### config.mk
export PLATFORM = sky130hd
export DESIGN_NAME = mhpq_cell
export DESIGN_NICKNAME = d
export VERILOG_FILES = /design/src/sv/mhpq_pkg.sv /design/src/sv/mhpq_cell.sv
export SDC_FILE = /design/constraint.sdc
export NUM_CORES = 1
export LEC_CHECK = 0
export ABC_AREA = 1
export ABC_CLOCK_PERIOD_IN_PS = 3700
export BUFFER_PORTS_ARGS = -buffer_cell sky130_fd_sc_hd__buf_4
export CAP_MARGIN = 20
export CORE_MARGIN = 3
export CORE_UTILIZATION = 51
export CTS_CLUSTER_SIZE = 40
export DETAILED_ROUTE_END_ITERATION = 10
export PLACE_DENSITY = 0.83
export RECOVER_POWER = 25
export SYNTH_ARGS = -nofsm -noshare
export SYNTH_HDL_FRONTEND = slang
export SYNTH_SLANG_ARGS = --single-unit
### constraint.sdc
create_clock -name aclk -period 3.7 [get_ports aclk]
set_input_delay 0 -clock aclk [delete_from_list [all_inputs] [get_ports aclk]]
set_output_delay 0 -clock aclk [all_outputs]
set_load 0.05 [all_outputs]
### src/sv/mhpq_pkg.sv
package mhpq_pkg;

    // Number of key slots in the cell row.
    localparam int DEPTH = 128;
    localparam int KEY_W = 32;
    localparam int CNT_W = $clog2(DEPTH + 1);
    localparam int CAP_W = 8;
    localparam int ENTRY_W = 8;
    localparam int STATUS_W = 2;

    // Result payload layout, lowest bit first.
    localparam int OUT_BITS = STATUS_W + KEY_W + ENTRY_W + KEY_W;
    localparam int OUT_W = ((OUT_BITS + 7) / 8) * 8;

    localparam logic [CAP_W-1:0] CAP_RESET = CAP_W'(128);

    localparam logic REQ_INSERT = 1'b0;
    localparam logic REQ_DELETE = 1'b1;

    localparam logic [STATUS_W-1:0] ST_OK    = 2'd0;
    localparam logic [STATUS_W-1:0] ST_FULL  = 2'd1;
    localparam logic [STATUS_W-1:0] ST_EMPTY = 2'd2;

    typedef logic signed [KEY_W-1:0] key_t;

    // Operation broadcast to every cell for one cycle.
    typedef struct packed {
        logic ins;
        logic del;
    } cell_ctl_t;

endpackage

### src/sv/mhpq_cell.sv
module mhpq_cell (
    input  logic              aclk,
    input  mhpq_pkg::cell_ctl_t ctl,
    input  mhpq_pkg::key_t    key,
    input  logic              occ,
    input  mhpq_pkg::key_t    prev_val,
    input  logic              prev_occ,
    input  mhpq_pkg::key_t    next_val,
    output mhpq_pkg::key_t    val
);
    import mhpq_pkg::*;

    key_t val_reg;
    key_t val_next;
    logic keep;
    logic prev_ge;

    // Row is sorted largest first; an insert shifts the smaller tail right.
    assign keep    = occ && (val_reg >= key);
    assign prev_ge = prev_occ && (prev_val >= key);

    always_comb begin
        val_next = val_reg;
        if (ctl.ins) begin
            if (keep) begin
                val_next = val_reg;
            end else if (prev_ge) begin
                val_next = key;
            end else begin
                val_next = prev_val;
            end
        end else if (ctl.del) begin
            val_next = next_val;
        end
    end

    always_ff @(posedge aclk) begin
        val_reg <= val_next;
    end

    assign val = val_reg;

endmodule

==> key figures, run 1 <==
Cells and area
  • Final std cells w/o fill: 723
  • Layout cells sized above 1: 19.0%
  • Max reg flops: 32
  • Most common cell after layout, fill and taps aside: nand2_1
  • Synth-to-Final Area Change: 36.7%
  • Design area: 4810 sq um
  • Final core occ: 73.6%
  • N_diodes: 0
  • Final-layout fill cell count: 558
  • Final net count: 810
  • Commonest cells after routing, fill and taps aside: 154 x nand2_1, 109 x buf_4, 86 x inv_1

Timing
  • Final Setup Violations: 0
  • Worst Setup Slack, final: 944 ps
  • Slew headroom: 54.7%
  • Final period util: 74.5%
  • Maximum achievable frequency: 363 MHz
  • Pins Over Slew Limit: 0
  • RSZ-0062 raised after global routing: false
  • Hold slack: 8.66 ps
  • Period minus WS final: 2760 ps
  • Clock skew: 11.8 ps
  • Final Hold Viols: 0
  • Setup_tns: 0 ps
  • Worst slew pin tran: 683 ps

Synth
  • Synthesized area: 3520 sq um
  • Library cells used by synthesis: 24
  • Seq/Total Area, Yosys: 27.3%
  • Cell count after synthesis: 496
  • Synth Area per Inst: 7.09 sq um
  • Synthesis-stage register bit count: 32
  • YS warnings: 0
  • Synthesized Nets: 661

Worst hold path
  • Hold Path Class: in2reg

Die
  • Top-Level Pins: 133
  • Die X: 89.0 microns
  • Core area: 6530 sq um
  • Die area: 7930 sq um
  • Rows: 29
  • Starting Density: 53.9%
  • Die H: 89.0 microns

Detailed routing
  • Drt wl/cell: 14.5 microns
  • WL final: 10.5 mm
  • Post-DRT Antenna Nets: 0
  • Drt initial violations: 165
  • DRC viols: 0
  • Vias/cell: 5.20
  • First-pass iteration count of the detailed router: 5
  • Via Count: 3758

Clock network
  • CTS Buffer Depth: 2
  • Post-CTS sizing: 0
  • Worst skew pair latency: 290 ps
  • Hold buffers post-CTS: 25
  • Post-CTS Setup Inserts: 0
  • CTS Root Buffer Type: clkbuf_8
  • CTS tree: done
  • H-tree depth: 2
  • Worst-path clk slew: 80 ps
  • CTS Sinks: 32
  • CTS buffer count: 5

Placed design
  • Cell total after placement: 689
  • Port buffer count: 132
  • Post-DP Area: 4530 sq um
  • Pre-CTS WS: 931 ps
  • GPL Wtd Cong: 0.848
  • Post-detail-place hpwl: 7.80 mm

Run status
  • Status: completed

Global routing
  • Global route overflow: 0
  • Vias in the first global route: 3558
  • Overall Global Routing Usage: 25.9%
  • Antenna violations before repair: 0
  • Largest net degree at the start of global routing: 36
  • First-pass GRT wire length: 16.0 mm

Power and ir drop
  • Lkg Pwr: 2.71 nW
  • Pwr dens: 323 nW/um^2
  • VDD IR max: 0.000211 V
  • Overall power: 1.55 mW

Critical path
  • CP max FO: 24
  • Worst path arrival time: 2710 ps
  • Req. time, crit path: 3650 ps
  • Worst Path Class, Setup: reg2reg
  • Worst Setup End Kind: register
  • Startpoint Class: register
  • Register-to-register setup slack: 940 ps

Flow run
  • Max Cap Viol: 0
==> per-layer routing <==
metal	vias to the layer above	GRT usage [%]	share of wire, %
li1	1920	-	-
met1	1681	31.2	41
met2	145	46.8	51
met3	12	5.16	6.5
met4	0	7.04	1.3
met5	-	0	0
==> final cells by class <==
type | instances | area, sq um | share of cell area [%]
well taps | 77 | 96.3 | 2.00
multi-input cells | 361 | 2150 | 44.7
clock buffers | 5 | 68.8 | 1.43
clock inverters | 3 | 37.5 | 0.780
repair buffers | 159 | 1170 | 24.4
flip-flops and latches | 32 | 961 | 20.0
inverters | 86 | 323 | 6.71
==> synth_stat cells <==
master / number / share of area, %
o21a_1: 2 / 0.43
nor4_1: 1 / 0.18
nor4_4: 1 / 0.60
nand3b_1: 1 / 0.21
nand2_4: 1 / 0.32
nand3_1: 70 / 10
ha_1: 64 / 23
nand3_4: 1 / 0.50
nor2_2: 1 / 0.18
nand2_1: 154 / 16
nor2_1: 15 / 1.6
nand4_1: 6 / 1.1
buf_4: 2 / 0.43
edfxtp_1: 32 / 27
buf_2: 1 / 0.14
clkbuf_1: 9 / 0.96
nand2_2: 2 / 0.36
a21o_1: 1 / 0.21
a21oi_1: 30 / 4.3
inv_1: 86 / 9.2
buf_6: 3 / 0.96
o21ai_0: 9 / 1.3
buf_1: 2 / 0.21
o211ai_1: 2 / 0.43
==> critical path: stages (launching register included) <==
cell,delay [ps]
edfxtp_1,390
ha_1,370
nand4_1,120
inv_1,80
nand4_1,100
nor4_1,300
nand2_1,130
nand3b_1,100
nand3_1,120
a21oi_4,340
buf_4,390
==> report_power, final <==
part           switching [mW]  leakage (nW)  internal, mW
Sequential             0.0301         0.326         0.466
Combinational           0.473          2.33         0.251
Clock                   0.136        0.0532         0.196
==> final timing paths <==
check | from | endpoint | cells past startpoint
setup / recovery | val[31]$_DFFE_PP_ | val[22]$_DFFE_PP_ | 10
hold / removal | next_val[17] | val[17]$_DFFE_PP_ | 3
setup reg to reg | val[31]$_DFFE_PP_ | val[22]$_DFFE_PP_ | 10
hold reg to reg | val[31]$_DFFE_PP_ | val[16]$_DFFE_PP_ | 4
==> cell families (layout without fill, tap and decap cells) <==
group | count (synthesis) | count (layout) | share of synthesized area [%]
AND/OR/NAND/NOR | 253 | 253 | 31.4
buffers and inverters | 103 | 253 | 11.9
adder cells (fa/ha/maj) | 64 | 64 | 22.8
AO/OA/AOI/OAI | 44 | 44 | 6.62
flip-flops | 32 | 32 | 27.3
(Power assumes the default switching activity.)
==> run 2: changes to the inputs <==
--- a/config.mk
+++ b/config.mk
@@ -5,15 +5,15 @@
 export SDC_FILE = /design/constraint.sdc
 export NUM_CORES = 1
 export LEC_CHECK = 0
-export ABC_AREA = 1
-export ABC_CLOCK_PERIOD_IN_PS = 3700
+export ABC_AREA = 0
+export ABC_CLOCK_PERIOD_IN_PS = 2200
 export BUFFER_PORTS_ARGS = -buffer_cell sky130_fd_sc_hd__buf_4
 export CAP_MARGIN = 20
 export CORE_MARGIN = 3
-export CORE_UTILIZATION = 51
+export CORE_UTILIZATION = 45
 export CTS_CLUSTER_SIZE = 40
 export DETAILED_ROUTE_END_ITERATION = 10
-export PLACE_DENSITY = 0.83
+export PLACE_DENSITY = 0.78
 export RECOVER_POWER = 25
 export SYNTH_ARGS = -nofsm -noshare
 export SYNTH_HDL_FRONTEND = slang
==> constraint.sdc (replaced) <==
create_clock -name aclk -period 2.2 [get_ports aclk]
set_input_delay 0 -clock aclk [delete_from_list [all_inputs] [get_ports aclk]]
set_output_delay 0 -clock aclk [all_outputs]
set_load 0.05 [all_outputs]
==> key figures, run 2 <==
Critical path
  • FF-to-FF path depth: 10
  • Req. time, crit path: 2220 ps
  • Startpoint Class: register
  • CP max FO: 10
  • RR Startpoint: val[5]$_DFFE_PP_
  • Worst path arrival time: 2510 ps
  • Register-to-register setup slack: -290 ps
  • Worst Path Class, Setup: reg2reg
  • R2R Path End: val[12]$_DFFE_PP_
  • Worst Setup End Kind: register

Placed design
  • Post-DP Area: 4700 sq um
  • Post-detail-place hpwl: 8.83 mm
  • GPL Wtd Cong: 0.880
  • Cell total after placement: 639
  • Port buffer count: 132

Global routing
  • Vias in the first global route: 4105
  • Overall Global Routing Usage: 28.2%
  • Antenna violations before repair: 0
  • First-pass GRT wire length: 19.2 mm
  • GR Util met3: 5.66%
  • Met2 usage: 48.0%
  • Global route overflow: 0
  • Largest net degree at the start of global routing: 37
  • Met1 usage in global routing: 34.7%
  • GR peak layer: met2

Cells and area
  • Max reg flops: 32
  • Synth-to-Final Area Change: 48.7%
  • Most common cell after layout, fill and taps aside: buf_4
  • Design area: 4950 sq um
  • Final net count: 728
  • N_diodes: 0
  • Final std cells w/o fill: 660
  • Layout cells sized above 1: 36.0%
  • Commonest cells after routing, fill and taps aside: 166 x buf_4, 59 x ha_1, 47 x a21oi_1

Run status
  • Violated checks: setup timing
  • Status: finished with violations

Synth
  • Seq/Total Area, Yosys: 28.9%
  • Top-area cell type share of the netlist area: 28.9%
  • Most instantiated cells after synthesis: 64 x ha_1, 48 x a21oi_1, 39 x o21ai_0
  • Synthesis-stage register bit count: 32
  • Synthesized area: 3330 sq um
  • Async SR Flop Fraction: 0%
  • Count leader, synth: ha_1
  • Synth area leaders: edfxtp_1 29%, ha_1 24%, a21oi_1 7.2%, a31oi_1 6.2%, o21ai_0 5.9%
  • Library cells used by synthesis: 41
  • YS warnings: 0
  • Synthesized Nets: 549
  • Count of flip-flops with a built-in enable after synthesis: 32
  • Dominant register cell in the synthesized netlist: edfxtp_1
  • Cell count after synthesis: 384
  • Synth Area per Inst: 8.67 sq um
  • Yosys top cell by area: edfxtp_1

Clock network
  • Hold buffers post-CTS: 0
  • Worst-path clk slew: 80 ps
  • Worst skew pair latency: 300 ps
  • CTS Sinks: 32
  • CTS Root Buffer Type: clkbuf_8
  • CTS tree: done
  • CTS buffer count: 5
  • H-tree depth: 2
  • CTS Buffer Depth: 2

Worst hold path
  • Hold Path Depth: 3
  • Hold Path Sink: val[16]$_DFFE_PP_
  • Min-delay src: next_val[16]
  • Hold Path Class: in2reg

Die
  • Top-Level Pins: 133
  • Die X: 92.0 microns
  • Die area: 8470 sq um
  • Core area: 6980 sq um
  • Rows: 30
  • Starting Density: 47.7%
  • Die H: 92.0 microns

Detailed routing
  • Post-DRT Antenna Nets: 0
  • DRC viols: 0
  • WL final: 12.8 mm
  • First-pass iteration count of the detailed router: 5
  • Drt initial violations: 381
  • Vias/cell: 5.96
  • Drt wl/cell: 19.4 microns
  • Via Count: 3933

Power and ir drop
  • Switching Fraction: 41.2%
  • Int Pwr: 1.55 mW
  • Lkg Pwr: 2.33 nW
  • VDD IR max: 0.000313 V
  • Flop pwr share: 31.6%
  • Comb power frac: 50.8%
  • Power share of the clock group: 17.6%
  • Pwr dens: 534 nW/um^2
  • Psw: 1.09 mW

Timing
  • Clock skew: 9.78 ps
  • Hold slack: 21.3 ps
  • Worst slew pin tran: 1150 ps
  • Final Hold Viols: 0
  • Worst Setup Slack, final: -293 ps
  • Period minus WS final: 2490 ps
  • Pins Over Slew Limit: 0
  • Final period util: 113%
  • Final Setup Violations: 32
  • Slew headroom: 23.0%
  • RSZ-0062 raised after global routing: true
  • Maximum achievable frequency: 401 MHz

Flow run
  • Max Cap Viol: 0
-- run 2: cell count changes after synthesis, moves of 3 or more --
cell      previous run  this run
o21ai_1              0         8
a21oi_1             30        48
a21o_1               1         7
clkbuf_8             0         3
nor3_1               0         3
nor2_1              15        38
nand2_1            154        16
nand3_1             70         2
buf_2                1         6
o21ai_0              9        39
nand4_1              6         9
inv_1               86        36
a31oi_1              0        33
-- run 2: worst max-delay path by stage --
stage                      start                end  slack [ps]  depth (start not counted)
6_report        val[5]$_DFFE_PP_  val[12]$_DFFE_PP_        -290                         10
5_1_grt        val[25]$_DFFE_PP_  val[14]$_DFFE_PP_        -360                         10
4_1_cts        val[25]$_DFFE_PP_   val[6]$_DFFE_PP_        -260                         10
3_5_place_dp    val[5]$_DFFE_PP_   val[6]$_DFFE_PP_        -360                          9
3_3_place_gp    val[5]$_DFFE_PP_   val[6]$_DFFE_PP_        -300                          9
2_1_floorplan  val[25]$_DFFE_PP_   val[0]$_DFFE_PP_        -720                          8
-- run 2: repair_timing --
item / CTS / global route
pin swaps: 9 / 4
gates cloned: 2 / 2
setup endpoints to repair: 47 / 47
setup buffers: 5 / 5
resized for setup: 13 / 7
-- run 2: logic make-up after synthesis --
group | synth area share, %
adder cells (fa/ha/maj) | 24.1
AND/OR/NAND/NOR | 11.6
buffers and inverters | 8.00
AO/OA/AOI/OAI | 27.4
flip-flops | 28.9
-- run 2: power groups by stage --
stage	registers, mW	logic, mW	clock network (mW)
5_1_grt	0.844	1.44	0.484
3_5_place_dp	0.845	1.23	0
6_report	0.836	1.34	0.465
4_1_cts	0.834	1.30	0.460
2_1_floorplan	1.10	0.458	0
3_3_place_gp	0.842	1.19	0
-- run 2: critical path: stages (launching register included) --
cell and delay, ps:
edfxtp_1 440, ha_4 250, a21o_1 160, a21o_1 190, a21oi_2 120, or3_1 140, a31oi_1 110, o32a_1 340
o21ai_4 200, buf_6 140, buf_16 130
-- run 2: metal layers --
layer  part of all wire [%]  up-vias  wire length, microns
met2                     49      265                  6230
met1                     38     1825                  4900
met4                    2.6        0                   329
met3                     10       39                  1330
met5                      0        -                     0
li1                       -     1804                     -
-- run 2: metrics by stage --
stage	setup slack [ps]	utilization [%]	setup TNS (ps)	power (mW)
2_1_floorplan	-724	-	-23150	1.55
3_3_place_gp	-296	67.3	-14390	2.03
3_5_place_dp	-362	67.3	-20610	2.07
4_1_cts	-263	70.5	-7490	2.60
5_1_grt	-360	70.9	-10400	2.77
6_report	-293	70.9	-8360	2.65
-- run 2: cell type report --
cell class / count / area [sq um]
Tap cell: 96 / 120
Clock buffer: 5 / 68.8
Timing Repair Buffer: 188 / 1410
Inverter: 36 / 135
Sequential cell: 32 / 961
Clock inverter: 3 / 13.8
Fill cell: 563 / 2030
Multi-Input combinational cell: 300 / 2250
==> run 3: changes to the inputs <==
==> constraint.sdc (replaced) <==
create_clock -name aclk -period 2.2 [get_ports aclk]
set_input_delay 0.11 -clock aclk [delete_from_list [all_inputs] [get_ports aclk]]
set_output_delay 0.11 -clock aclk [all_outputs]
set_load 0.05 [all_outputs]
==> key figures, run 3 (same netlist as run 2, synthesis figures left out) <==
Run status
  • Status: finished with violations
  • Violated checks: setup timing

Cells and area
  • Max reg flops: 32
  • Final net count: 737
  • N_diodes: 0
  • Final std cells w/o fill: 669
  • Final-layout fill cell count: 568
  • Sequential cell area: 961 sq um
  • Commonest cells after routing, fill and taps aside: 174 x buf_4, 61 x ha_1, 46 x a21oi_1
  • Most common cell after layout, fill and taps aside: buf_4
  • Synth-to-Final Area Change: 50.8%
  • Layout cells sized above 1: 36.8%
  • Multi-input gate area: 2210 sq um

Clock network
  • H-tree depth: 2
  • Worst-path clk slew: 80 ps
  • CTS buffer count: 5
  • Worst skew pair latency: 300 ps
  • CTS tree: done
  • CTS Root Buffer Type: clkbuf_8
  • Hold buffers post-CTS: 0
  • CTS Buffer Depth: 2
  • CTS Sinks: 32

Critical path
  • Max stage delay on crit path: 450 ps
  • Worst Path Class, Setup: reg2reg
  • Most frequent CP cell: a21o_1
  • CP max FO: 12
  • Slowest-stage cell, CP: edfxtp_1
  • Worst path arrival time: 2520 ps
  • Crit-path cells: ha_4, a21o_1, a21o_1, a21oi_2, or3_4, a31oi_1, o32a_1, o21ai_4, buf_8
  • Worst Setup End Kind: register
  • Req. time, crit path: 2210 ps
  • Startpoint Class: register

Power and ir drop
  • Switching Fraction: 40.9%
  • VDD IR max: 0.000327 V
  • Int Pwr: 1.56 mW
  • Pwr dens: 526 nW/um^2
  • Comb power frac: 50.7%
  • Psw: 1.08 mW
  • Lkg Pwr: 2.39 nW
  • Flop pwr share: 31.5%
  • Overall power: 2.64 mW
  • Power share of the clock group: 17.8%

Detailed routing
  • Met2 WL: 6.19 mm
  • First-pass iteration count of the detailed router: 6
  • WL final: 12.5 mm
  • Post-route met1 wirelength: 4.88 mm
  • Drt initial violations: 337
  • Post-DRT Antenna Nets: 0
  • Drt wl/cell: 18.7 microns
  • Routed met3 length: 1.27 mm
  • DRC viols: 0
  • DR top layer: met4
  • Via Count: 3913
  • Vias/cell: 5.85

Timing
  • Final period util: 114%
  • Period minus WS final: 2510 ps
  • Setup_tns: -9480 ps
  • Final Hold Viols: 0
  • Slew headroom: 59.3%
  • Worst Setup Slack, final: -313 ps
  • Worst slew pin tran: 614 ps
  • RSZ-0062 raised after global routing: true
  • Maximum achievable frequency: 398 MHz
  • Pins Over Slew Limit: 0
  • Final Setup Violations: 33
  • Clock skew: 10.1 ps
  • Hold slack: 129 ps

Flow run
  • Max Cap Viol: 0

Placed design
  • Cell total after placement: 654
  • Port buffer count: 132
  • Post-detail-place hpwl: 9.11 mm
  • GPL Wtd Cong: 0.969

Die
  • Starting Density: 47.7%
  • Rows: 30
  • Die area: 8470 sq um
  • Die H: 92.0 microns
  • Die X: 92.0 microns
  • Top-Level Pins: 133
  • Core area: 6980 sq um

Worst hold path
  • Hold Path Class: in2reg

Global routing
  • Vias in the first global route: 4035
  • First-pass GRT wire length: 18.8 mm
  • Antenna violations before repair: 0
  • Largest net degree at the start of global routing: 37
  • Overall Global Routing Usage: 27.5%
  • Global route overflow: 0
==> run 3: changes by cell type in the layout (fill, tap and decap cells not counted), moves of 2 or more <==
cell     before  now
o21ai_1      10   12
o21ai_0      36   33
buf_12        2    5
buf_4       166  174
ha_1         59   61
==> run 3: metal layers <==
metal,vias to the layer above,GRT usage [%]
met5,-,0
met4,0,7.18
met3,31,5.41
met2,256,49.8
met1,1809,33.3
li1,1817,-
==> run 3: cell type report <==
type,count,share of cell area (%)
multi-input combinational,298,44.0
timing repair buffer,199,30.2
sequential,32,19.1
inverter,36,2.69
tap,96,2.39
clock buffer,5,1.37
clock inverter,3,0.274
==> run 3: power groups by stage <==
stage	combinational (mW)	clock, mW	sequential (mW)
finish	1.34	0.471	0.832
global route	1.43	0.488	0.840
CTS	1.34	0.462	0.832
detailed placement	1.26	0	0.844
global placement	1.22	0	0.839
floorplan	0.458	0	1.10
==> run 3: timing repair <==
| action | 4_1_cts | 5_1_grt |
|---|---|---|
| pin swaps | 7 | 9 |
| endpoints found under the setup margin | 64 | 64 |
| gates resized for setup | 15 | 15 |
| buffers inserted | 6 | 3 |
| cloned | 2 | 0 |
==> run 3: per-stage QoR <==
step           worst slack (ps)  instance area (sq um)  utilization (%)
6_report                   -313                   5020             71.9
4_1_cts                    -295                   5050             72.4
3_5_place_dp               -378                   4820             69.1
2_1_floorplan              -724                   3350                -
3_3_place_gp               -320                   4820             69.1
5_1_grt                    -344                   5020             71.9
==> run 3: worst max-delay path, delay by kind of cell (launching register included) <==
kind                       cells  cell delay, ps
AOI/OAI and AO/OA              6            1150
DFF                            1             450
adders and majority gates      1             270
buffers and inverters          1             200
and+or+nand+nor                1             150
==> run 3: path summary, 6_finish.rpt <==
kind	from	end	slack, ps	cells past startpoint
max	val[5]$_DFFE_PP_	val[1]$_DFFE_PP_	-310	9
min	next_val[26]	val[26]$_DFFE_PP_	130	3
max reg2reg	val[5]$_DFFE_PP_	val[1]$_DFFE_PP_	-310	9
min reg2reg	val[31]$_DFFE_PP_	val[12]$_DFFE_PP_	1180	4
